$ cat config.mk
export PLATFORM = sky130hd
export DESIGN_NAME = i2c_register_block_poller_unit_flat
export DESIGN_NICKNAME = d
export VERILOG_FILES = /design/src/rtl/i2crbp_pkg.sv /design/src/rtl/i2crbp_if.sv /design/src/rtl/i2crbp_front.sv /design/src/rtl/i2crbp_queue.sv /design/src/rtl/i2crbp_back.sv /design/src/rtl/i2c_register_block_poller_unit.sv /design/src/flat_wrapper.sv
export SDC_FILE = /design/constraint.sdc
export NUM_CORES = 1
export LEC_CHECK = 0
export BUFFER_PORTS_ARGS = -buffer_cell sky130_fd_sc_hd__buf_2
export CAP_MARGIN = 20
export CORE_ASPECT_RATIO = 2
export CORE_UTILIZATION = 50
export DETAILED_ROUTE_END_ITERATION = 10
export GPL_ROUTABILITY_DRIVEN = 0
export GPL_TIMING_DRIVEN = 0
export PLACE_DENSITY = 0.77
export SKIP_CTS_REPAIR_TIMING = 1
export SYNTH_ARGS = -nofsm -noshare
export SYNTH_HDL_FRONTEND = slang
export SYNTH_HIERARCHICAL = 1
export SYNTH_SLANG_ARGS = --single-unit
export TNS_END_PERCENT = 30
$ cat constraint.sdc
create_clock -name clk -period 8.05 [get_ports clk]
set_clock_uncertainty 0.15 [all_clocks]
set_input_delay 1.61 -clock clk [delete_from_list [all_inputs] [get_ports clk]]
set_output_delay 1.61 -clock clk [all_outputs]
set_load 0.02 [all_outputs]
$ cat src/rtl/i2crbp_pkg.sv
// ----------------------------------------------------------------------------
// i2crbp_pkg
// Shared codes, reset values and types of the I2C register block poller.
// ----------------------------------------------------------------------------
package i2crbp_pkg;

  localparam int MAX_ENTRIES = 8;
  localparam int QDEPTH      = 2;

  localparam logic [2:0] ACT_START_SENT = 3'd0;
  localparam logic [2:0] ACT_TX_MODE    = 3'd1;
  localparam logic [2:0] ACT_BYTE_SENT  = 3'd2;
  localparam logic [2:0] ACT_RX_MODE    = 3'd3;
  localparam logic [2:0] ACT_BYTE_RCVD  = 3'd4;
  localparam logic [2:0] ACT_RELEASED   = 3'd5;

  localparam logic [2:0] CMD_ADDR_W  = 3'd0;
  localparam logic [2:0] CMD_ADDR_R  = 3'd1;
  localparam logic [2:0] CMD_REG     = 3'd2;
  localparam logic [2:0] CMD_START   = 3'd3;
  localparam logic [2:0] CMD_STOP    = 3'd4;
  localparam logic [2:0] CMD_ACK_OFF = 3'd5;
  localparam logic [2:0] CMD_ACK_ON  = 3'd6;
  localparam logic [2:0] CMD_STORE   = 3'd7;

  localparam logic [1:0] REG_DEVICE_ADDRESS = 2'd0;
  localparam logic [1:0] REG_ENTRY_COUNT    = 2'd1;
  localparam logic [1:0] REG_REGISTER_TABLE = 2'd2;
  localparam logic [1:0] REG_LENGTH_TABLE   = 2'd3;

  localparam logic [6:0]  DEVICE_ADDRESS_RST = 7'd40;
  localparam logic [3:0]  ENTRY_COUNT_RST    = 4'd1;
  localparam logic [63:0] REGISTER_TABLE_RST = 64'h0;
  localparam logic [63:0] LENGTH_TABLE_RST   = 64'h0101010101010101;

  // One accepted event as a burst of up to three commands. Only the first
  // command carries a payload; the followers are implied by it.
  typedef struct packed {
    logic [2:0] cmd;
    logic [7:0] cmd_byte;
    logic [2:0] entry;
    logic [7:0] offset;
    logic       done;
    logic [1:0] n;
  } desc_t;

  typedef struct packed {
    logic empty;
    logic full;
  } q_stat_t;

endpackage

$ cat src/rtl/i2crbp_if.sv
// ----------------------------------------------------------------------------
// i2crbp_if
// Valid/ready channels for bus events and sequencer commands.
// ----------------------------------------------------------------------------
interface i2crbp_event_if;
  logic       valid;
  logic       ready;
  logic [2:0] action;
  logic [7:0] rx_data;

  modport source (output valid, action, rx_data, input ready);
  modport sink (input valid, action, rx_data, output ready);
endinterface

interface i2crbp_result_if;
  logic       valid;
  logic       ready;
  logic [2:0] command;
  logic [7:0] command_byte;
  logic [2:0] entry_index;
  logic [7:0] byte_offset;
  logic       list_done;
  logic       last;

  modport source (output valid, command, command_byte, entry_index, byte_offset,
                  list_done, last, input ready);
  modport sink (input valid, command, command_byte, entry_index, byte_offset,
                list_done, last, output ready);
endinterface

$ cat src/rtl/i2crbp_front.sv
// ----------------------------------------------------------------------------
// i2crbp_front
// Holds the configuration and the sequencing state, accepts bus events and
// turns those that call for commands into command bursts for the queue.
// ----------------------------------------------------------------------------
module i2crbp_front #(
  parameter int MAX_ENTRIES = i2crbp_pkg::MAX_ENTRIES
) (
  input  logic                clk,
  input  logic                rst,
  i2crbp_event_if.sink        events,
  input  logic                wr_en,
  input  logic [1:0]          wr_index,
  input  logic [63:0]         wr_data,
  input  i2crbp_pkg::q_stat_t q_stat,
  output logic                push,
  output i2crbp_pkg::desc_t   desc
);

  localparam logic [2:0] PH_COLD    = 3'd0;
  localparam logic [2:0] PH_TXSEL   = 3'd1;
  localparam logic [2:0] PH_SENDREG = 3'd2;
  localparam logic [2:0] PH_RESTART = 3'd3;
  localparam logic [2:0] PH_RXSEL   = 3'd4;
  localparam logic [2:0] PH_READ    = 3'd5;
  localparam logic [2:0] PH_RELEASE = 3'd6;
  localparam logic [2:0] PH_HOT     = 3'd7;

  logic [6:0]  device_address;
  logic [3:0]  entry_count;
  logic [63:0] register_table;
  logic [63:0] length_table;

  logic [2:0] phase, phase_next;
  logic [2:0] current_entry, current_entry_next;
  logic [7:0] bytes_received, bytes_received_next;
  logic [7:0] bytes_requested, bytes_requested_next;

  logic       accept;
  logic [2:0] cur;
  logic [7:0] addr_byte;
  logic [7:0] len_byte;
  logic [7:0] len;
  logic [8:0] rec;
  logic [3:0] eff_count;
  logic [3:0] next_pos;

  assign events.ready = !q_stat.full;
  assign accept       = events.valid && events.ready;
  assign cur          = (phase == PH_COLD) ? 3'd0 : current_entry;
  assign addr_byte    = {device_address, 1'b0};
  assign len_byte     = length_table[{cur, 3'b000} +: 8];
  assign len          = (len_byte == 8'd0) ? 8'd1 : len_byte;
  assign rec          = {1'b0, bytes_received} + 9'd1;
  assign next_pos     = {1'b0, cur} + 4'd1;

  always_comb begin
    eff_count = (entry_count == 4'd0) ? 4'd1 : entry_count;
    if (eff_count > 4'(MAX_ENTRIES)) begin
      eff_count = 4'(MAX_ENTRIES);
    end
  end

  always_comb begin
    phase_next           = phase;
    current_entry_next   = cur;
    bytes_received_next  = bytes_received;
    bytes_requested_next = bytes_requested;
    desc                 = '0;
    desc.entry           = cur;
    case (phase)
      PH_COLD, PH_HOT: begin
        if (events.action == i2crbp_pkg::ACT_START_SENT) begin
          desc.cmd      = i2crbp_pkg::CMD_ADDR_W;
          desc.cmd_byte = addr_byte;
          desc.n        = 2'd1;
          phase_next    = PH_TXSEL;
        end
      end
      PH_TXSEL: begin
        if (events.action == i2crbp_pkg::ACT_TX_MODE) begin
          desc.cmd      = i2crbp_pkg::CMD_REG;
          desc.cmd_byte = register_table[{cur, 3'b000} +: 8];
          desc.n        = 2'd1;
          phase_next    = PH_SENDREG;
        end
      end
      PH_SENDREG: begin
        if (events.action == i2crbp_pkg::ACT_BYTE_SENT) begin
          desc.cmd   = i2crbp_pkg::CMD_START;
          desc.n     = 2'd1;
          phase_next = PH_RESTART;
        end
      end
      PH_RESTART: begin
        if (events.action == i2crbp_pkg::ACT_START_SENT) begin
          desc.cmd      = i2crbp_pkg::CMD_ADDR_R;
          desc.cmd_byte = addr_byte | 8'd1;
          desc.n        = 2'd1;
          phase_next    = PH_RXSEL;
        end
      end
      PH_RXSEL: begin
        if (events.action == i2crbp_pkg::ACT_RX_MODE) begin
          bytes_requested_next = len;
          bytes_received_next  = 8'd0;
          if (len == 8'd1) begin
            desc.cmd = i2crbp_pkg::CMD_ACK_OFF;
            desc.n   = 2'd2;
          end
          phase_next = PH_READ;
        end
      end
      PH_READ: begin
        if (events.action == i2crbp_pkg::ACT_BYTE_RCVD) begin
          desc.cmd            = i2crbp_pkg::CMD_STORE;
          desc.cmd_byte       = events.rx_data;
          desc.offset         = bytes_received;
          desc.n              = ({2'b00, bytes_requested} == {1'b0, rec} + 10'd1) ? 2'd3 : 2'd1;
          bytes_received_next = rec[7:0];
          if (rec >= {1'b0, bytes_requested}) begin
            phase_next = PH_RELEASE;
          end
        end
      end
      PH_RELEASE: begin
        if (events.action == i2crbp_pkg::ACT_RELEASED) begin
          desc.cmd = i2crbp_pkg::CMD_ACK_ON;
          if (next_pos >= eff_count) begin
            desc.done          = 1'b1;
            desc.n             = 2'd1;
            current_entry_next = 3'd0;
            phase_next         = PH_COLD;
          end else begin
            desc.n             = 2'd2;
            current_entry_next = cur + 3'd1;
            phase_next         = PH_HOT;
          end
        end
      end
      default: begin
      end
    endcase
    push = accept && (desc.n != 2'd0);
  end

  always_ff @(posedge clk) begin
    if (rst) begin
      phase           <= PH_COLD;
      current_entry   <= 3'd0;
      bytes_received  <= 8'd0;
      bytes_requested <= 8'd0;
    end else if (accept) begin
      phase           <= phase_next;
      current_entry   <= current_entry_next;
      bytes_received  <= bytes_received_next;
      bytes_requested <= bytes_requested_next;
    end
  end

  always_ff @(posedge clk) begin
    if (rst) begin
      device_address <= i2crbp_pkg::DEVICE_ADDRESS_RST;
      entry_count    <= i2crbp_pkg::ENTRY_COUNT_RST;
      register_table <= i2crbp_pkg::REGISTER_TABLE_RST;
      length_table   <= i2crbp_pkg::LENGTH_TABLE_RST;
    end else if (wr_en) begin
      case (wr_index)
        i2crbp_pkg::REG_DEVICE_ADDRESS: device_address <= wr_data[6:0];
        i2crbp_pkg::REG_ENTRY_COUNT:    entry_count    <= wr_data[3:0];
        i2crbp_pkg::REG_REGISTER_TABLE: register_table <= wr_data;
        i2crbp_pkg::REG_LENGTH_TABLE:   length_table   <= wr_data;
        default: begin
        end
      endcase
    end
  end

  a_push_nonempty: assert property (@(posedge clk) disable iff (rst)
    push |-> (desc.n != 2'd0) && !q_stat.full)
    else $error("front pushed an empty burst or into a full queue");

  a_done_only_on_ack_on: assert property (@(posedge clk) disable iff (rst)
    (push && desc.done) |=> (phase == PH_COLD) && (current_entry == 3'd0))
    else $error("list end did not return to cold start");

endmodule

$ cat src/rtl/i2crbp_queue.sv
// ----------------------------------------------------------------------------
// i2crbp_queue
// Short FIFO of command bursts between the front and the back.
// ----------------------------------------------------------------------------
module i2crbp_queue (
  input  logic                clk,
  input  logic                rst,
  input  logic                push,
  input  i2crbp_pkg::desc_t   push_desc,
  input  logic                pop,
  output i2crbp_pkg::desc_t   head,
  output i2crbp_pkg::q_stat_t q_stat
);

  localparam int PTR_W = (i2crbp_pkg::QDEPTH > 1) ? $clog2(i2crbp_pkg::QDEPTH) : 1;
  localparam int CNT_W = $clog2(i2crbp_pkg::QDEPTH + 1);

  i2crbp_pkg::desc_t slots [i2crbp_pkg::QDEPTH];

  logic [PTR_W-1:0] wr_ptr;
  logic [PTR_W-1:0] rd_ptr;
  logic [CNT_W-1:0] count;

  function automatic logic [PTR_W-1:0] bump(input logic [PTR_W-1:0] p);
    return (p == PTR_W'(i2crbp_pkg::QDEPTH - 1)) ? '0 : p + PTR_W'(1);
  endfunction

  assign head         = slots[rd_ptr];
  assign q_stat.empty = (count == '0);
  assign q_stat.full  = (count == CNT_W'(i2crbp_pkg::QDEPTH));

  always_ff @(posedge clk) begin
    if (push) begin
      slots[wr_ptr] <= push_desc;
    end
  end

  always_ff @(posedge clk) begin
    if (rst) begin
      wr_ptr <= '0;
      rd_ptr <= '0;
      count  <= '0;
    end else begin
      if (push) begin
        wr_ptr <= bump(wr_ptr);
      end
      if (pop) begin
        rd_ptr <= bump(rd_ptr);
      end
      if (push && !pop) begin
        count <= count + CNT_W'(1);
      end else if (pop && !push) begin
        count <= count - CNT_W'(1);
      end
    end
  end

  a_no_overflow: assert property (@(posedge clk) disable iff (rst)
    push |-> !q_stat.full)
    else $error("queue overflow");

  a_no_underflow: assert property (@(posedge clk) disable iff (rst)
    pop |-> !q_stat.empty)
    else $error("queue underflow");

endmodule

$ cat src/rtl/i2crbp_back.sv
// ----------------------------------------------------------------------------
// i2crbp_back
// Expands each queued burst into its commands, one per cycle while the output
// is not stalled, through a registered output stage.
// ----------------------------------------------------------------------------
module i2crbp_back (
  input  logic                clk,
  input  logic                rst,
  input  i2crbp_pkg::desc_t   head,
  input  i2crbp_pkg::q_stat_t q_stat,
  output logic                pop,
  i2crbp_result_if.source     results
);

  logic [1:0] idx;
  logic       load;
  logic       emit;
  logic       final_cmd;
  logic [2:0] cmd;
  logic [7:0] cmd_byte;
  logic [2:0] entry;
  logic [7:0] offset;
  logic       done;

  assign load      = !results.valid || results.ready;
  assign emit      = load && !q_stat.empty;
  assign final_cmd = (idx + 2'd1 == head.n);
  assign pop       = emit && final_cmd;

  always_comb begin
    cmd      = head.cmd;
    cmd_byte = 8'd0;
    entry    = head.entry;
    offset   = 8'd0;
    done     = 1'b0;
    case (idx)
      2'd0: begin
        cmd_byte = head.cmd_byte;
        offset   = head.offset;
        done     = head.done;
      end
      2'd1: begin
        case (head.cmd)
          i2crbp_pkg::CMD_STORE:   cmd = i2crbp_pkg::CMD_ACK_OFF;
          i2crbp_pkg::CMD_ACK_OFF: cmd = i2crbp_pkg::CMD_STOP;
          default: begin
            cmd   = i2crbp_pkg::CMD_START;
            entry = head.entry + 3'd1;
          end
        endcase
      end
      default: begin
        cmd = i2crbp_pkg::CMD_STOP;
      end
    endcase
  end

  always_ff @(posedge clk) begin
    if (rst) begin
      results.valid <= 1'b0;
      idx           <= 2'd0;
    end else if (load) begin
      results.valid <= !q_stat.empty;
      if (emit) begin
        idx <= final_cmd ? 2'd0 : idx + 2'd1;
      end
    end
  end

  always_ff @(posedge clk) begin
    if (emit) begin
      results.command      <= cmd;
      results.command_byte <= cmd_byte;
      results.entry_index  <= entry;
      results.byte_offset  <= offset;
      results.list_done    <= done;
      results.last         <= final_cmd;
    end
  end

  a_idx_in_burst: assert property (@(posedge clk) disable iff (rst)
    !q_stat.empty |-> (idx < head.n))
    else $error("command index beyond its burst");

  a_done_is_last: assert property (@(posedge clk) disable iff (rst)
    (results.valid && results.list_done) |->
      (results.last && results.command == i2crbp_pkg::CMD_ACK_ON))
    else $error("list end flag on a wrong command");

endmodule

$ cat src/rtl/i2c_register_block_poller_unit.sv
// ----------------------------------------------------------------------------
// i2c_register_block_poller_unit
// I2C master sequencer that reads a list of register blocks from one device
// and reports each bus command and received byte.
// ----------------------------------------------------------------------------
// Channel   Dir  Handshake      Payload
// events    in   valid/ready    action, rx_data
// results   out  valid/ready    command, command_byte, entry_index,
//                               byte_offset, list_done, last
// wr_*      in   wr_en strobe   wr_index, wr_data
//
// A request yields zero to three commands, which leave one per cycle from the
// output register while the output is not stalled, through the command
// expander behind the two-entry queue. Reset is synchronous and returns the
// list to cold start with reset values in all configuration registers. A
// stalled output fills the queue, then holds requests off.
// ----------------------------------------------------------------------------
module i2c_register_block_poller_unit #(
  parameter int MAX_ENTRIES = i2crbp_pkg::MAX_ENTRIES
) (
  input  logic            clk,
  input  logic            rst,
  i2crbp_event_if.sink    events,
  i2crbp_result_if.source results,
  input  logic            wr_en,
  input  logic [1:0]      wr_index,
  input  logic [63:0]     wr_data
);

  i2crbp_pkg::desc_t   push_desc;
  i2crbp_pkg::desc_t   head;
  i2crbp_pkg::q_stat_t q_stat;
  logic                push;
  logic                pop;

  i2crbp_front #(
    .MAX_ENTRIES(MAX_ENTRIES)
  ) u_front (
    .clk     (clk),
    .rst     (rst),
    .events  (events),
    .wr_en   (wr_en),
    .wr_index(wr_index),
    .wr_data (wr_data),
    .q_stat  (q_stat),
    .push    (push),
    .desc    (push_desc)
  );

  i2crbp_queue u_queue (
    .clk      (clk),
    .rst      (rst),
    .push     (push),
    .push_desc(push_desc),
    .pop      (pop),
    .head     (head),
    .q_stat   (q_stat)
  );

  i2crbp_back u_back (
    .clk    (clk),
    .rst    (rst),
    .head   (head),
    .q_stat (q_stat),
    .pop    (pop),
    .results(results)
  );

endmodule
$ cat src/flat_wrapper.sv
// flat-port wrapper written by rule: the top's interface ports become plain ports
module i2c_register_block_poller_unit_flat 
#(
  parameter int MAX_ENTRIES = i2crbp_pkg::MAX_ENTRIES
)
  (clk, rst, wr_en, wr_index, wr_data, events_valid, events_action, events_rx_data, events_ready, results_valid, results_command, results_command_byte, results_entry_index, results_byte_offset, results_list_done, results_last, results_ready);
  i2crbp_event_if events_i ();
  i2crbp_result_if results_i ();
  input  logic clk;
  input  logic rst;
  input  logic wr_en;
  input  logic [1:0] wr_index;
  input  logic [63:0] wr_data;
  input wire logic [$bits(events_i.valid)-1:0] events_valid;
  input wire logic [$bits(events_i.action)-1:0] events_action;
  input wire logic [$bits(events_i.rx_data)-1:0] events_rx_data;
  output wire logic [$bits(events_i.ready)-1:0] events_ready;
  output wire logic [$bits(results_i.valid)-1:0] results_valid;
  output wire logic [$bits(results_i.command)-1:0] results_command;
  output wire logic [$bits(results_i.command_byte)-1:0] results_command_byte;
  output wire logic [$bits(results_i.entry_index)-1:0] results_entry_index;
  output wire logic [$bits(results_i.byte_offset)-1:0] results_byte_offset;
  output wire logic [$bits(results_i.list_done)-1:0] results_list_done;
  output wire logic [$bits(results_i.last)-1:0] results_last;
  input wire logic [$bits(results_i.ready)-1:0] results_ready;
  assign events_i.valid = events_valid;
  assign events_i.action = events_action;
  assign events_i.rx_data = events_rx_data;
  assign events_ready = events_i.ready;
  assign results_valid = results_i.valid;
  assign results_command = results_i.command;
  assign results_command_byte = results_i.command_byte;
  assign results_entry_index = results_i.entry_index;
  assign results_byte_offset = results_i.byte_offset;
  assign results_list_done = results_i.list_done;
  assign results_last = results_i.last;
  assign results_i.ready = results_ready;
  i2c_register_block_poller_unit #(.MAX_ENTRIES(MAX_ENTRIES)) u_core (.clk(clk), .rst(rst), .events(events_i), .results(results_i), .wr_en(wr_en), .wr_index(wr_index), .wr_data(wr_data));
endmodule
==> Word level (Yosys, flattened, before mapping) <==
Memory sizes are Yosys's and may differ from the RTL's. A register that Yosys moved wholly into a read port is not among the register bits.
Cells that the tools add are included.
{ "word_totals": {"ff_bits": 192, "ramBits": 50, "output_inout_bits": 26, "elab_cells": 155, "mem_count": 1} }
{ "op_classes": {"add_sub_neg": 10, "magnitude_cmp": 3, "n_eq_ne": 30, "shift": 2, "n_mux": 57, "reduce_logical": 33} }
{ "memory_table": {"columns": ["memory", "depth", "width", "read_ports", "rd_clocked_by_memory_dff", "wr", "line_no", "source"], "rows": [
  ["u_core.u_queue.slots", 2, 25, 1, 1, 1, "i2crbp_queue.sv:18", "i2crbp_pkg::desc_t slots [i2crbp_pkg::QDEPTH];"]
]} }
{ "op_table": {"columns": ["operator", "count"], "rows": [
  ["indexed part select 64 x 7 -> 8 bit", 2],
  ["two-way mux 3 bit", 19],
  ["two-way mux 8 bit", 6],
  ["case mux 3 bit (7 select lines)", 2],
  ["case mux 8 bit (4 select lines)", 1],
  ["== test 3 bit (second input constant)", 8],
  ["two-way mux 2 bit", 9],
  ["inequality test 2 bit (second input constant)", 8],
  ["case mux 8 bit (2 select lines)", 1],
  ["== test 3 x 2 -> 1 bit (second input constant)", 4],
  ["case mux 2 bit (6 select lines)", 1],
  ["case mux 3 bit (2 select lines)", 2],
  ["two-way mux 1 bit", 11],
  ["two-way mux 11 bit", 1],
  ["adder 9 x 1 -> 10 bit (second input constant)", 1],
  ["== test 8 x 10 -> 1 bit", 1],
  ["two-way mux 10 bit", 1],
  ["AND reduction 2 bit", 5],
  ["adder 8 x 1 -> 9 bit (second input constant)", 1],
  ["greater-or-equal comparator 9 x 8 -> 1 bit", 1],
  ["two-way mux 9 bit", 1],
  ["AND reduction 9 bit", 1],
  ["== test 8 x 1 -> 1 bit (second input constant)", 1],
  ["logical NOT 8 bit", 1],
  ["other kinds (23)", 46]
]} }

==> Longest topological paths before layout <==
Gate-level depths: netlist (run 1).
{ "logic_depth": {"depth_word": 15, "ltp_mapped": 13, "ltp_nobuf": 11} }

==> Modules after synthesis <==
The synthesis (run 1) kept the hierarchy.
{ "modules_own_cells": {"columns": ["mod", "instances", "cells_each", "area_each_um2", "seq_area_each_um2"], "rows": [
  ["i2crbp_front", 1, 1121, 8371.8, 3223.1],
  ["i2crbp_queue", 1, 100, 2010.7, 1601.5],
  ["i2crbp_back", 1, 76, 1118.6, 780.7]
]} }

==> Worst setup path after synthesis (run 1) <==
OpenSTA, ideal clock, no wires.
{ "synth_path": {"path_type": "input -> register", "start": "in events_action[1]", "end": "mem u_core/u_queue/slots[0][0] (netlist name), enable pin", "arrival_time_ps": 3960, "required_ps": 7490, "path_slack_ps": 3530, "cell_stages": 7, "path_buffers": 1, "cell_sequence": "clkbuf_1 > nor4_1 > nand3_1 > o21ai_0 > nor2_1 > a21oi_1 > nor2b_1"} }
{ "synth_between": {"elab_chain_cells": 7, "word_cells_on_any_way": 17} }
{ "synth_rtl": {"columns": ["element", "line_no", "source"], "rows": [
  ["start: declaration", "flat_wrapper.sv:15", "input wire logic [$bits(events_i.action)-1:0] events_action;"],
  ["== test 3 bit, or another cell as far along", "i2crbp_front.sv:127", "if (events.action == i2crbp_pkg::ACT_RELEASED) begin"],
  ["two-way mux 3 bit, or another cell as far along", "i2crbp_front.sv:127", null],
  ["case mux 2 bit (6 select lines) (*)", "i2crbp_front.sv:71", "case (phase)"],
  ["nonzero test 2 bit (*)", "i2crbp_front.sv:144", "push = accept && (desc.n != 2'd0);"],
  ["logical AND 1 bit (*)", "i2crbp_front.sv:144", null],
  ["via u_core.push", "i2c_register_block_poller_unit.sv:33", "logic push;"],
  ["two-way mux 1 bit (*)", "i2crbp_queue.sv:33", "if (push) begin"],
  ["two-way mux 1 bit (not written as such) (*)", "i2crbp_queue.sv:34", "slots[wr_ptr] <= push_desc;"],
  ["end: declaration", "i2crbp_queue.sv:18", null]
]} }
Mark *: on every way through the listed nets, which the timed path passes. The rest lies on a longest branch.

==> Worst setup path in the final report (run 1) <==
{ "layout_path": {"start": "in events_action[1]", "end": "mem u_core/u_queue/slots[0][17] (netlist name), enable pin"} }
The elaborated chain is that of the path after synthesis.

==> results of run 1 <==
registers in the layout, summed over array words and instances (netlist names), named ones only:
register,count
u_core/u_front/device_address,7
u_core/u_back/results.list_done,1
u_core/u_queue/rd_ptr,1
u_core/u_back/results.command,3
u_core/u_back/results.valid,1
u_core/u_front/bytes_received,8
u_core/u_queue/slots,50
u_core/u_front/register_table,64
u_core/u_queue/wr_ptr,1
u_core/u_back/idx,2
u_core/u_queue/count,2
u_core/u_front/current_entry,3
u_core/u_back/results.entry_index,3
u_core/u_back/results.last,1
u_core/u_back/results.byte_offset,8
u_core/u_front/length_table,64
u_core/u_back/results.command_byte,8
u_core/u_front/entry_count,4
u_core/u_front/bytes_requested,8
u_core/u_front/phase,3
worst paths after layout:
kind,end
worst max-delay path,u_core/u_queue/slots[0][17]$_DFFE_PP_
worst min-delay path,u_core/u_front/length_table[39]$_SDFFE_PP0P_
worst min register to register,u_core/u_front/length_table[39]$_SDFFE_PP0P_
worst max register to register,u_core/u_queue/slots[0][17]$_DFFE_PP_
report_power, final:
group	switching (uW)	internal [uW]	total (uW)
Clock	460	522	982
Sequential	26.4	1320	1350
Combinational	191	113	304
Total	678	1960	2630
cell type report:
class,instances,area (um^2),share of cell area [%]
flip-flops and latches,243,5610,42.7
clock buffers,28,596,4.54
repair buffers,110,618,4.71
multi-input cells,938,5410,41.2
plain buffers,91,398,3.03
well taps,280,350,2.67
inverters,25,93.8,0.715
clock inverters,9,52.6,0.400
cell usage after synthesis (4+ instances only):
cell type and n:
nand2_1 326, dfxtp_1 169, a21oi_1 158, edfxtp_1 74, nor2_1 66, clkbuf_1 58
mux2_2 29, and2_1 27, nand3_1 26, mux2i_1 23, inv_1 22, o21ai_0 22
a211oi_1 20, and3_1 20, ha_1 19, o21ai_1 16, xnor2_1 16, buf_2 14
nand3b_1 14, a31oi_1 13, a22oi_1 11, buf_1 11, nor3_1 9, a21o_1 8
nand2b_1 8, xor2_1 8, nor2b_1 7, or3_1 7, buf_4 4, o211ai_1 4
o221ai_1 4
cell families after synthesis:
family                     share of synthesized area [%]
muxes                                               5.43
buffers and inverters                               4.28
AOI/OAI and AO/OA                                   16.2
adders and majority gates                           2.07
and+or+nand+nor                                     21.1
xor gates and xnor gates                            2.22
DFF                                                 48.7
worst reg2reg max path, delay by kind of cell (launching register included):
family	cells	cell delay, ps
AO/OA/AOI/OAI	4	1610
multiplexers	1	240
flip-flops	1	320
buffers and inverters	2	380
AND/OR/NAND/NOR	3	1000
layer usage:
metal	share of wire [%]	wire length (um)
met1	32	11200
met2	52	18300
met5	0	0
met4	9.4	3300
met3	6.3	2210
through the flow:
step	util, %	area [um^2]	setup WS [ps]	total power [uW]	hold slack, ps
finish	58.0	13100	3960	2630	308
global route	58.0	13100	3820	2720	324
CTS	57.8	13100	3750	2640	306
detailed placement	55.0	12400	3230	1680	297
global placement	54.7	12400	2580	1700	287
floorplan	-	11500	3530	1590	281
==> results_dict.tcl, run 1 <==
set metrics [dict create \
    vias 10100 \
    crit_fanout 17 \
    numClockSinks 243 \
    post_drt_wl_per_cell_um 20.3 \
    r2r-start "u_core/u_front/phase[2]$_SDFFE_PP0P_" \
    cellLeakagePower_uw 0.00477 \
    max_cap_violations 0 \
    critical_path_class "in -> reg" \
    layout.nets 1531 \
    grt_max_degree 26 \
    synth.largest_area_cell "dfxtp_1" \
    rows 78 \
    syn_nets 1398 \
    setup_tns_ps 0 \
    synth_seq_cells 243 \
    syn_inst 1297 \
    grt_use_total_pct 30.4 \
    cts_root_buffer "clkbuf_16" \
    n_fill_cell 2055 \
    dieArea_um2 23600 \
    vias_per_cell 5.87 \
    critPathBufInv 3 \
    grt.met2_usage_pct 54.5 \
    ff2ff_path_depth 10 \
    antenna_found_initial 0 \
    dpl.hpwl_mm 26.3 \
    fin_crit_ps 4090 \
    async_flop_share_pct 0 \
    tightest_slew_ps 1140 \
    instances_no_fill 1724 \
    first_pass_iters 6 \
    die_width_um 109 \
    cp-startpoint "events_action[1]" \
    drc 0 \
    crit_chain "buf_2 > clkbuf_1 > nor4_1 > nand3_1 > o21ai_0 > nor2_1 > a21oi_1 > nor2b_2 > buf_16" \
    worstSetupPathDepth 9 \
    syn_area_per_cell_um2 8.87 \
    start_util_pct 50.8 \
    cts_tree "done" \
    grt_pass1_vias 9948 \
    hold_depth 2 \
    ys.flop_type "dfxtp_1" \
    cpLargestDelayFamily "simple AND/OR/NAND/NOR gates" \
    final_cell_mix "nand2_1, dfxtp_1, a21oi_1" \
    ant_nets 0 \
    met3_usage_pct 5.38 \
    slew_viol_final 0 \
    finalSetupViolCount 0 \
    peakVddDrop_uv 214 \
    area_growth_pct 14.1 \
    pin_count 108 \
    clk_path_buf_depth 3 \
    overflow 0 \
    drt_iter0_drc 758 \
    drive_above_1_share_pct 15.1 \
    h-tree-depth 1 \
    final_common_cell "nand2_1" \
    io_buffers 107 \
    worst_ep_required_time_ps 8130 \
    outcome "finished, final reports clean" \
    synth_cell_types 82 \
    die_h_um 216 \
    arrival_ps 4170 \
    cp-end-kind "register" \
    core_um2 22600 \
    ys_seq_area_share_pct 48.7 \
    dp.cells 1686 \
    powerDensity_nw_per_um2 201 \
    grt_first_pass_wirelength_mm 53.3 \
    synth-edff-count 74 \
    numCtsBuffers 21 \
    wirelength_mm 35.0 \
    min_from "u_core/u_front/length_table[39]$_SDFFE_PP0P_" \
    maxSlewHeadroom_pct 23.8 \
    clk_pin_slew_ps 70 \
    reg2reg_slack_ps 4040 \
    clk_latency_ps 530 \
    max_freq_mhz 244 \
    met1_usage_pct 29.0 \
    hold_class "reg -> reg" \
    start_kind "input port" \
    cp_slowest_stage_delay_ps 590 \
    rsz0062_at_grt "no" \
    synth_top_area_share_pct 29.4 \
    synthTopCellsByArea "dfxtp_1, edfxtp_1, nand2_1" \
    hold_viol 0 \
    synth_area_um2 11500 \
    antennaDiodeCount 0 \
    ys_warn_count 6 \
    top_usage_layer "met2" \
    fin_crit_sh_pct 50.9 \
    worst_path_max_delay_cell "nor2b_2" \
]
Power figures use the tool's default switching activity.
==> run 2, diff against run 1 <==
--- a/config.mk
+++ b/config.mk
@@ -12,7 +12,7 @@
 export DETAILED_ROUTE_END_ITERATION = 10
 export GPL_ROUTABILITY_DRIVEN = 0
 export GPL_TIMING_DRIVEN = 0
-export PLACE_DENSITY = 0.77
+export PLACE_DENSITY = 0.8
 export SKIP_CTS_REPAIR_TIMING = 1
 export SYNTH_ARGS = -nofsm -noshare
 export SYNTH_HDL_FRONTEND = slang
==> constraint.sdc (replaced) <==
create_clock -name clk -period 3.6 [get_ports clk]
set_clock_uncertainty 0.15 [all_clocks]
set_input_delay 0.72 -clock clk [delete_from_list [all_inputs] [get_ports clk]]
set_output_delay 0.72 -clock clk [all_outputs]
set_load 0.02 [all_outputs]
==> run 2 against run 1 <==
Highest routed layer unchanged. Core utilization up 0.53 points. Final area up 0.92%. First-iteration DRC count down 1.6%. Sequential share of layout area down 0.39 points. Cell count up 0.12%. Sequential cell count unchanged. Register-to-register slack worse by 4000 ps. Count of clock-buffer cells in the layout up 1. Combinational power up 130%. Critical path depth up 2. Critical path type is now reg -> reg. Via count up 0.87%. Routed wire length up 1.4%.
==> results_dict.tcl, run 2 (synthesis gave the netlist of run 1 again) <==
set metrics [dict create \
    outcome "finished, final reports clean" \
    n_fill_cell 1998 \
    antenna_found_initial 0 \
    worst_ep_required_time_ps 3910 \
    pin_count 108 \
    place_ws_ps -474 \
    power_uw 6160 \
    rows 78 \
    min_from "wr_data[24]" \
    maxSlewHeadroom_pct 35.2 \
    vias 10200 \
    min_to "u_core/u_front/length_table[24]$_SDFFE_PP1P_" \
    drt_iter0_drc 746 \
    tightest_slew_ps 967 \
    top_usage_layer "met2" \
    grt_max_degree 26 \
    post_drt_wl_per_cell_um 20.6 \
    ant_nets 0 \
    met3_usage_pct 5.65 \
    grt.met2_usage_pct 54.4 \
    hold_class "in -> reg" \
    r2r-start "u_core/u_front/current_entry[0]$_SDFFE_PP0P_" \
    crit_fanout 9 \
    instances_no_fill 1726 \
    dp.cells 1686 \
    first_pass_iters 6 \
    holdWs_ps 282 \
    powerDensity_nw_per_um2 465 \
    setup_ws_ps 27.8 \
    final_common_cell "nand2_1" \
    cp-end-kind "register" \
    drive_above_1_share_pct 15.4 \
    grt_use_total_pct 30.6 \
    ff2ff_path_depth 11 \
    final_util_pct 58.5 \
    antennaDiodeCount 0 \
    top_regs "u_core/u_front/length_table x64, u_core/u_front/register_table x64, u_core/u_queue/slots x50" \
    clk_pin_slew_ps 70 \
    numClockSinks 243 \
    hold_viol 0 \
    numCtsBuffers 21 \
    start_kind "register" \
    grt_pass1_vias 10100 \
    wirelength_mm 35.5 \
    grt_first_pass_wirelength_mm 53.7 \
    die_h_um 216 \
    io_buffers 107 \
    clk_latency_ps 540 \
    reg2reg_to "u_core/u_queue/count[1]$_SDFFE_PP0P_" \
    overflow 0 \
    peakVddDrop_uv 418 \
    critical_path_class "reg -> reg" \
    reg2reg_slack_ps 30 \
    rsz0062_at_grt "yes" \
    arrival_ps 3880 \
    drc 0 \
    met1_usage_pct 29.6 \
    h-tree-depth 1 \
    dpl.hpwl_mm 26.0 \
    fin_crit_ps 3570 \
    cts_root_buffer "clkbuf_16" \
    core_um2 22600 \
    max_freq_mhz 280 \
    vias_per_cell 5.91 \
    slew_viol_final 0 \
    max_cap_violations 0 \
    final_cell_mix "nand2_1, dfxtp_1, a21oi_1" \
    area_growth_pct 15.1 \
    clk_path_buf_depth 3 \
    start_util_pct 50.8 \
    dieArea_um2 23600 \
    cts_tree "done" \
    layout.nets 1532 \
    die_width_um 109 \
    fin_crit_sh_pct 99.2 \
    cellLeakagePower_uw 0.00482 \
    finalSetupViolCount 0 \
    hold_depth 3 \
]
-- run 2: changes by cell type in the layout (fill, tap and decap cells not counted), moves of 2 or more --
| cell | previous run | this run |
|---|---|---|
| clkbuf_1 | 60 | 62 |
| clkinv_1 | 2 | 0 |
| clkbuf_8 | 4 | 2 |
| clkinvlp_4 | 2 | 0 |
| clkinvlp_2 | 2 | 0 |
| a2111oi_0 | 3 | 1 |
| a2111oi_1 | 0 | 2 |
| bufinv_16 | 0 | 3 |
-- run 2: area by class of cell --
class | instances | area, um^2 | share of cell area (%)
plain buffers | 91 | 402 | 3.03
clock buffers | 29 | 597 | 4.51
clock inverters | 9 | 139 | 1.05
inverters | 25 | 93.8 | 0.709
multi-input cells | 938 | 5430 | 41.0
flip-flops and latches | 243 | 5610 | 42.3
well taps | 280 | 350 | 2.65
repair buffers | 111 | 626 | 4.72
-- run 2: per-stage QoR --
| step | area (um^2) | TNS, ps |
|---|---|---|
| 6_report | 13200 | 0 |
| 5_1_grt | 13200 | -1860 |
| 4_1_cts | 13200 | -18210 |
| 3_5_place_dp | 12400 | -16400 |
| 3_3_place_gp | 12400 | -22130 |
| 2_1_floorplan | 11500 | 0 |
-- run 2: report_power, final --
| part | internal, uW | leakage (uW) | switching, uW |
|---|---|---|---|
| Clock | 1420 | 0.000368 | 1040 |
| Sequential | 2960 | 0.00204 | 59.9 |
| Combinational | 254 | 0.00241 | 431 |
-- run 2: worst max-delay path, stage by stage (launching register included) --
cell	delay, ps
dfxtp_1	310
buf_2	300
mux2i_1	280
nor2_1	60
a2111oi_1	360
o21ai_1	230
a2111oi_4	440
nand4_1	250
a21oi_2	310
ha_1	310
or3_1	350
a21oi_1	130
-- run 2: per-layer routing --
layer,part of all wire (%),up-vias
li1,-,4783
met1,32,4743
met2,52,495
met3,6.9,184
met4,9.1,0
met5,0,-
-- run 2: worst max-delay path by stage --
stage,slack [ps],end,startpoint
floorplan,190,u_core/u_queue/slots[0][0]$_DFFE_PP_,u_core/u_front/phase[2]$_SDFFE_PP0P_
global placement,-500,u_core/u_queue/slots[0][18]$_DFFE_PP_,u_core/u_front/phase[2]$_SDFFE_PP0P_
detailed placement,-470,u_core/u_queue/slots[1][17]$_DFFE_PP_,u_core/u_front/phase[2]$_SDFFE_PP0P_
CTS,-510,u_core/u_queue/slots[1][7]$_DFFE_PP_,u_core/u_front/phase[2]$_SDFFE_PP0P_
global route,-130,u_core/u_queue/count[1]$_SDFFE_PP0P_,u_core/u_front/current_entry[0]$_SDFFE_PP0P_
finish,30,u_core/u_queue/count[1]$_SDFFE_PP0P_,u_core/u_front/current_entry[0]$_SDFFE_PP0P_
==> run 3, diff against run 2 <==
--- a/config.mk
+++ b/config.mk
@@ -13,6 +13,7 @@
 export GPL_ROUTABILITY_DRIVEN = 0
 export GPL_TIMING_DRIVEN = 0
 export PLACE_DENSITY = 0.8
+export RECOVER_POWER = 25
 export SKIP_CTS_REPAIR_TIMING = 1
 export SYNTH_ARGS = -nofsm -noshare
 export SYNTH_HDL_FRONTEND = slang
==> constraint.sdc (replaced) <==
create_clock -name clk -period 3.6 [get_ports clk]
set_clock_uncertainty 0.15 [all_clocks]
set_input_delay 0 -clock clk [delete_from_list [all_inputs] [get_ports clk]]
set_output_delay 0 -clock clk [all_outputs]
set_load 0.02 [all_outputs]
==> run 3 against run 2 <==
The run now ends with setup timing left. Via count increased by 4.3%. Sequential share of layout area decreased by 2.4 points. Fmax decreased by 0.78%. Die area unchanged. Sequential cell count unchanged. Cell count increased by 4.8%. Worst hold slack got worse by 170 ps. Critical path type unchanged. Largest cell class unchanged.
==> results_dict.tcl, run 3 (synthesis gave the netlist of run 1 again) <==
set metrics [dict create \
    top_regs "u_core/u_front/length_table x64, u_core/u_front/register_table x64, u_core/u_queue/slots x50" \
    drive_above_1_share_pct 12.9 \
    start_util_pct 50.8 \
    pin_count 108 \
    cp-end-kind "register" \
    placed_cell_area_um2 12400 \
    dieArea_um2 23600 \
    numCtsBuffers 21 \
    post_drt_wl_per_cell_um 20.3 \
    finalSetupViolCount 2 \
    vias_per_cell 5.88 \
    h-tree-depth 1 \
    numClockSinks 243 \
    cts_tree "done" \
    fin_crit_ps 3600 \
    overflow 0 \
    grt_pass1_vias 10100 \
    grt_first_pass_wirelength_mm 53.7 \
    peakVddDrop_uv 416 \
    arrival_ps 3820 \
    clk_path_buf_depth 3 \
    grt_max_degree 26 \
    crit_fanout 10 \
    hold_viol 0 \
    rows 78 \
    die_width_um 109 \
    critical_path_class "reg -> reg" \
    vias 10600 \
    fin_crit_sh_pct 100 \
    rsz0062_at_grt "yes" \
    wirelength_mm 36.8 \
    fin_area_um2 14000 \
    tightest_slew_ps 1060 \
    clk_latency_ps 540 \
    final_util_pct 62.0 \
    core_um2 22600 \
    antenna_found_initial 0 \
    area_growth_pct 22.1 \
    hold_class "in -> reg" \
    drt_iter0_drc 713 \
    io_buffers 107 \
    maxSlewHeadroom_pct 28.7 \
    cellLeakagePower_uw 0.00510 \
    final_cell_mix "nand2_1, dfxtp_1, a21oi_1" \
    layout.nets 1615 \
    ant_nets 0 \
    setup_tns_ps -0.834 \
    drc 0 \
    outcome "complete, but fails checks" \
    cts_root_buffer "clkbuf_16" \
    antennaDiodeCount 0 \
    powerDensity_nw_per_um2 443 \
    die_h_um 216 \
    dpl.hpwl_mm 26.0 \
    grt_use_total_pct 30.6 \
    setup_ws_ps -0.448 \
    failed_checks "setup timing" \
    first_pass_iters 7 \
    start_kind "register" \
    max_cap_violations 0 \
    slew_viol_final 0 \
    worst_ep_required_time_ps 3820 \
    clk_pin_slew_ps 70 \
    final_common_cell "nand2_1" \
    max_freq_mhz 278 \
    power_uw 6220 \
    reg2reg_slack_ps -0.4 \
]
-- run 3: changes by cell type in the layout (fill, tap and decap cells not counted), sizes merged --
cell | before | now
clkbuf | 89 | 114
buf | 142 | 117
dlygate4sd3 | 0 | 83
-- run 3: cell type report --
type | instances | area (um^2)
fill | 1906 | 8600
multi-input combinational | 938 | 5430
timing repair buffer | 194 | 1430
clock inverter | 9 | 139
sequential | 243 | 5610
buffer | 91 | 402
inverter | 25 | 93.8
tap | 280 | 350
clock buffer | 29 | 597
-- run 3: metrics by stage --
step,hold slack (ps),worst slack (ps),instances
global placement,99.3,-501,1684
floorplan,-80.9,187,1297
finish,114,-0.448,1809
global route,125,-140,1809
CTS,-446,-514,1724
detailed placement,100,-474,1686
-- run 3: final timing paths --
kind                                                  start                                              to  cells past startpoint
min                                             wr_data[16]    u_core/u_front/length_table[16]$_SDFFE_PP1P_                      4
max reg2reg            u_core/u_front/phase[1]$_SDFFE_PP0P_           u_core/u_queue/slots[1][15]$_DFFE_PP_                      8
min reg2reg  u_core/u_front/register_table[28]$_SDFFE_PP0P_  u_core/u_front/register_table[28]$_SDFFE_PP0P_                      2
max                    u_core/u_front/phase[1]$_SDFFE_PP0P_           u_core/u_queue/slots[1][15]$_DFFE_PP_                      8
-- run 3: worst max-delay path, cell delays in order (launching register included) --
cell	delay (ps)
dfxtp_1	470
or3_1	220
clkbuf_1	420
clkbuf_1	540
and3_1	240
a21oi_1	50
a211oi_1	910
a31oi_1	180
o21ai_1	230
-- run 3: report_power, final --
part,total [uW],leakage (uW),internal [uW],switching (uW)
combinational,749,0.00269,302,448
clock,2460,0.000368,1420,1040
sequential,3020,0.00204,2960,62.0
total,6220,0.00510,4680,1550
-- run 3: routing by layer --
metal	track usage (%)	part of all wire, %
met1	29.6	33
met4	25.2	8.9
met5	0	0
met2	54.4	52
met3	5.65	6.8
